[src/rtl/core/bbl_pkg.sv]
package bbl_pkg;
    localparam int unsigned TableEntriesDefault = 32;
    localparam int unsigned KeyW   = 64;
    localparam int unsigned SizeW  = 32;
    localparam int unsigned TotalW = 48;
    localparam int unsigned StampW = 64;
    localparam int unsigned CmdQDepth = 2;

    localparam logic [1:0] ActStore   = 2'd0;
    localparam logic [1:0] ActTouch   = 2'd1;
    localparam logic [1:0] ActDelete  = 2'd2;
    localparam logic [1:0] ActEnforce = 2'd3;

    localparam logic KindEvict = 1'b0;
    localparam logic KindDone  = 1'b1;

    typedef struct packed {
        logic [1:0]       action;
        logic [KeyW-1:0]  key;
        logic [SizeW-1:0] object_bytes;
    } t_cmd;

    typedef struct packed {
        logic             kind;
        logic [KeyW-1:0]  victim_key;
        logic [SizeW-1:0] victim_bytes;
        logic             hit;
        logic [TotalW-1:0] bytes_in_use;
        logic             last;
    } t_res;
endpackage

[src/rtl/core/bbl_front.sv]
module bbl_front (
    input  logic          i_clk,
    input  logic          i_rst_n,
    input  logic          push,
    output logic          full,
    input  bbl_pkg::t_cmd i_cmd,
    output logic          o_valid,
    input  logic          i_take,
    output bbl_pkg::t_cmd o_cmd
);
    localparam int unsigned D  = bbl_pkg::CmdQDepth;
    localparam int unsigned AW = $clog2(D);

    bbl_pkg::t_cmd r_q [D];
    logic [AW-1:0] r_wp, r_rp;
    logic [AW:0]   r_cnt;
    logic          wr, rd;

    assign full    = (r_cnt == (AW+1)'(D));
    assign o_valid = (r_cnt != '0);
    assign wr      = push && !full;
    assign rd      = i_take && o_valid;
    assign o_cmd   = r_q[r_rp];

    always_ff @(posedge i_clk) begin
        if (wr) begin
            r_q[r_wp] <= i_cmd;
        end
        if (!i_rst_n) begin
            r_wp <= '0;
            r_rp <= '0;
            r_cnt <= '0;
        end else begin
            if (wr) begin
                r_wp <= (r_wp == AW'(D-1)) ? '0 : r_wp + 1'b1;
            end
            if (rd) begin
                r_rp <= (r_rp == AW'(D-1)) ? '0 : r_rp + 1'b1;
            end
            r_cnt <= r_cnt + (AW+1)'(wr) - (AW+1)'(rd);
        end
    end
endmodule

[config.mk]
export PLATFORM = sky130hd
export DESIGN_NAME = bbl_front
export DESIGN_NICKNAME = d
export VERILOG_FILES = /design/src/rtl/core/bbl_pkg.sv /design/src/rtl/core/bbl_front.sv
export SDC_FILE = /design/constraint.sdc
export NUM_CORES = 1
export LEC_CHECK = 0
export CAP_MARGIN = 0
export CORE_ASPECT_RATIO = 1.1
export CORE_MARGIN = 2
export CORE_UTILIZATION = 48
export CTS_CLUSTER_SIZE = 24
export DETAILED_ROUTE_END_ITERATION = 6
export DONT_BUFFER_PORTS = 1
export SYNTH_ARGS = -nofsm -noshare
export SYNTH_HDL_FRONTEND = slang
export SYNTH_SLANG_ARGS = --single-unit
[constraint.sdc]
create_clock -name i_clk -period 7 [get_ports i_clk]
set_input_delay 0.7 -clock i_clk [delete_from_list [all_inputs] [get_ports i_clk]]
set_output_delay 0.7 -clock i_clk [all_outputs]
set_load 0.02 [all_outputs]
==> reports/qor.txt <==
GLOBAL ROUTING
-----------------------------------------------------------------------------------------------------------------
Antenna violations before repair ...................................................................            0
Global Route Usage Sum .............................................................................       14.17%
Via count of the first global-routing pass .........................................................         3232
First-pass GRT wire length .........................................................................     17680 um
Total gr overflow ..................................................................................            0
Pin count of the biggest net entering global routing ...............................................           74

STA
-----------------------------------------------------------------------------------------------------------------
RSZ-0062 raised after global routing ...............................................................           no
Number of setup violations in the final report .....................................................            0
Setup TNS after final layout .......................................................................         0 ns
Achievable Freq ....................................................................................   0.3142 GHz
Pin slew with the least headroom to its limit ......................................................    0.9975 ns
Worst slew margin relative to its limit ............................................................       33.50%
Worst setup skew after layout ......................................................................   0.01065 ns
Final hold violation count .........................................................................            0
Final period util ..................................................................................       45.47%
Number of max-slew violations in the final report ..................................................            0
Final worst slack ..................................................................................     3.817 ns
Shortest clock period the worst path allows after layout ...........................................     3.183 ns

PLACE
-----------------------------------------------------------------------------------------------------------------
Estimated wirelength of the detail-placed design ...................................................      7886 um
Routability congestion estimate from global placement ..............................................       0.7360
Buffers added on ports .............................................................................            0
Setup Slack @ Placement ............................................................................     4.269 ns

FINAL LAYOUT
-----------------------------------------------------------------------------------------------------------------
Most common cell after layout, fill and taps aside ................................................. sky130_fd_sc_hd__edfxtp_1
Layout Area Growth over Synthesis ..................................................................       12.61%
NumNets Final ......................................................................................          451
Commonest non-fill, non-tap cells in the layout .................................................... 196 x sky130_fd_sc_hd__edfxtp_1, 78 x sky130_fd_sc_hd__mux2_2, 21 x sky130_fd_sc_hd__clkbuf_16
Antenna cell count .................................................................................            0
Share of cells above drive strength 1 ..............................................................       38.23%
Fill cells .........................................................................................         1174

SETUP PATH
-----------------------------------------------------------------------------------------------------------------
Worst stage delay on the critical path .............................................................      0.75 ns
Crit-path max FO ...................................................................................           52
FF-to-FF setup slack ...............................................................................      4.76 ns
Cell breakdown of the critical path ................................................................ buf_4 > mux2_2
Class of the most critical setup path ..............................................................      reg2out
Critical register-to-register path startpoint ...................................................... r_cnt[0]$_SDFF_PN0_
Data arrival at the endpoint of the critical path ..................................................      2.48 ns
Endpoint of the worst register-to-register path .................................................... r_q[1][93]$_DFFE_PP_
Top cell family by delay on the critical path ......................................................   flip-flops
Buffering stage count on the worst path with inverters included ....................................            1
Nature of the critical path endpoint ...............................................................  output port
Slowest stage cell, crit path ...................................................................... sky130_fd_sc_hd__dfxtp_4
Worst endpoint required time .......................................................................      6.30 ns
Number of cells on the worst reg-to-reg path .......................................................            3
Critical Path Source Type ..........................................................................         flop

SYNTHESIS
-----------------------------------------------------------------------------------------------------------------
Multiplexer share of the synthesized area ..........................................................       16.10%
Simple-gate share of the synthesized area ..........................................................      0.8815%
Combinational family with the most area after synthesis ............................................ multiplexers
Share of the synthesized area in compound gates (AO/OA/AOI/OAI) ....................................      0.1017%
Arithmetic-cell share of the synthesized area counting full adders, half adders and majority gates .      0.3390%
Syn. warnings ......................................................................................            0
Sequential element share of the synthesized area ...................................................       81.10%
Combined area of all synthesized cells ............................................................. 0.007381 sq mm
Post-Syn Nets ......................................................................................          436
Distinct cell type count of the synthesized netlist ................................................           19
Post-Synthesis Mean Instance Area ..................................................................  22.23 sq um
Flip-flop and latch count after synthesis ..........................................................          201
Synth Instances ....................................................................................          332
Share of the synthesized netlist area taken by xor and xnor gates ..................................      0.2373%

ROUTE
-----------------------------------------------------------------------------------------------------------------
Routed vias/inst ...................................................................................        5.320
Count of TritonRoute iterations in the first routing pass ..........................................            4
Post-DR wirelength/cell ............................................................................     21.53 um
Total vias in the final route ......................................................................         2963
Final wirelength ...................................................................................     11990 um
Post-DRT Antenna Nets ..............................................................................            0
Iter 0 DRT Violations ..............................................................................          180
Detailed-route DRC error count .....................................................................            0

HOLD PATH
-----------------------------------------------------------------------------------------------------------------
Path class of the lowest-slack min-delay path ......................................................       in2reg
Terminating pin of the worst hold path ............................................................. r_q[1][88]$_DFFE_PP_
Min-Delay Startpoint ...............................................................................    i_cmd[88]
Number of cells traversed by the worst hold path ...................................................            0

CLOCK TREE
-----------------------------------------------------------------------------------------------------------------
CTS H-tree depth ...................................................................................            1
Post-CTS sizing ....................................................................................            0
Clock buffers created by TritonCTS .................................................................           20
Number of sinks driven by the clock tree ...........................................................          201
Clock edge transition at the registers on the reported setup and hold paths ........................      0.06 ns
Source-to-sink clock delay at the later pin of the worst-skew pair .................................      0.48 ns
Bufs on Longest Clock Path .........................................................................            3
Quantity of hold-fixing buffers added after cts ....................................................            0
Clock Root Buffer .................................................................................. sky130_fd_sc_hd__clkbuf_16
Post-CTS repair timing setup buffer count ..........................................................            0
CTS tree ...........................................................................................          yes

FLOORPLAN
-----------------------------------------------------------------------------------------------------------------
Vertical die dimension .............................................................................     134.1 um
Horiz. Die Dim .....................................................................................     122.2 um
Initial core utilization ...........................................................................       49.03%
Core outline area .................................................................................. 0.01505 sq mm
I/O pins ...........................................................................................          202
Die area ........................................................................................... 0.01639 sq mm
Placement row count ................................................................................           47

JOB
-----------------------------------------------------------------------------------------------------------------
# Max-Cap Violations ...............................................................................            0

POWER AND IR DROP
-----------------------------------------------------------------------------------------------------------------
Leakage power of the design ........................................................................     2.759 nW
Power Total ........................................................................................     3.572 mW
Power density of the placed cells .................................................................. 429.8 mW/mm^2
Worst ir drop on vdd ...............................................................................     245.1 uV

STATUS
-----------------------------------------------------------------------------------------------------------------
Result of the run .................................................................................. complete, no violations

-- cell type report --
type	count	area, sq um	area share (%)
inverters	3	11.26	0.1355
repair buffers	4	30.03	0.3613
clock inverters	10	155.1	1.867
clock buffers	26	564.3	6.789
well taps	196	245.2	2.950
multi-input cells	117	1316	15.84
flip-flops and latches	201	5989	72.06
-- per-stage QoR --
step / instances / hold slack (ns) / cell area [sq um] / utilization, %
5_1_grt: 557 / 0.2915 / 8312 / 55.21
4_1_cts: 557 / 0.2940 / 8312 / 55.21
2_1_floorplan: 332 / 0.4549 / 7381 / -
3_3_place_gp: 521 / 0.4961 / 7592 / 50.43
3_5_place_dp: 521 / 0.5121 / 7592 / 50.43
6_report: 557 / 0.3161 / 8312 / 55.21
-- layer usage --
layer | vias to the layer above | track usage (%) | share of wire [%]
met4 | 0 | 4.023 | 1.8
met1 | 1465 | 15.31 | 34
met3 | 20 | 8.333 | 15
met5 | - | 0 | 0
met2 | 147 | 23.52 | 49
li1 | 1331 | - | -
-- power by group --
group | internal (mW) | switching, mW | leakage (nW)
Clock | 0.717 | 0.406 | 0.351
Sequential | 1.55 | 0.0862 | 1.87
Combinational | 0.278 | 0.530 | 0.536
Total | 2.55 | 1.02 | 2.76
-- cells in the mapped netlist --
master	n	area share, %
sky130_fd_sc_hd__nor2_1	4	0.20
sky130_fd_sc_hd__o21a_1	1	0.10
sky130_fd_sc_hd__inv_1	3	0.15
sky130_fd_sc_hd__and2_1	2	0.17
sky130_fd_sc_hd__mux2i_1	1	0.14
sky130_fd_sc_hd__xor2_1	1	0.12
sky130_fd_sc_hd__xnor2_1	1	0.12
sky130_fd_sc_hd__mux2_4	20	4.1
sky130_fd_sc_hd__nand2_1	2	0.10
sky130_fd_sc_hd__edfxtp_1	196	80
sky130_fd_sc_hd__nand2b_1	2	0.17
sky130_fd_sc_hd__buf_6	4	0.61
sky130_fd_sc_hd__nor3_1	1	0.068
sky130_fd_sc_hd__ha_1	2	0.34
sky130_fd_sc_hd__and3_1	1	0.085
sky130_fd_sc_hd__buf_2	7	0.47
sky130_fd_sc_hd__or2_2	1	0.085
sky130_fd_sc_hd__dfxtp_1	5	1.4
sky130_fd_sc_hd__mux2_2	78	12
-- state kept, by name, indices dropped and copies added, names as in the netlist, named ones only --
register,cells
r_rp,1
r_wp,1
r_cnt,2
r_q,196
-- kinds of logic after synthesis --
group	count (synthesis)
DFF	201
muxes	99
buffers and inverters	14
and+or+nand+nor	13
xor gates and xnor gates	2
adders and majority gates	2
AOI/OAI and AO/OA	1
-- worst max-delay path by stage --
stage | slack [ns] | to | start | depth (start not counted)
5_1_grt | 3.65 | o_cmd[18] | flop | 2
6_report | 3.82 | o_cmd[18] | flop | 2
4_1_cts | 3.76 | o_cmd[18] | flop | 2
3_5_place_dp | 4.27 | o_cmd[18] | flop | 2
3_3_place_gp | 4.32 | o_cmd[16] | flop | 2
2_1_floorplan | 1.57 | r_q[0][0]$_DFFE_PP_ | push | 2
No activity file was read; power rests on OpenSTA's default activity.
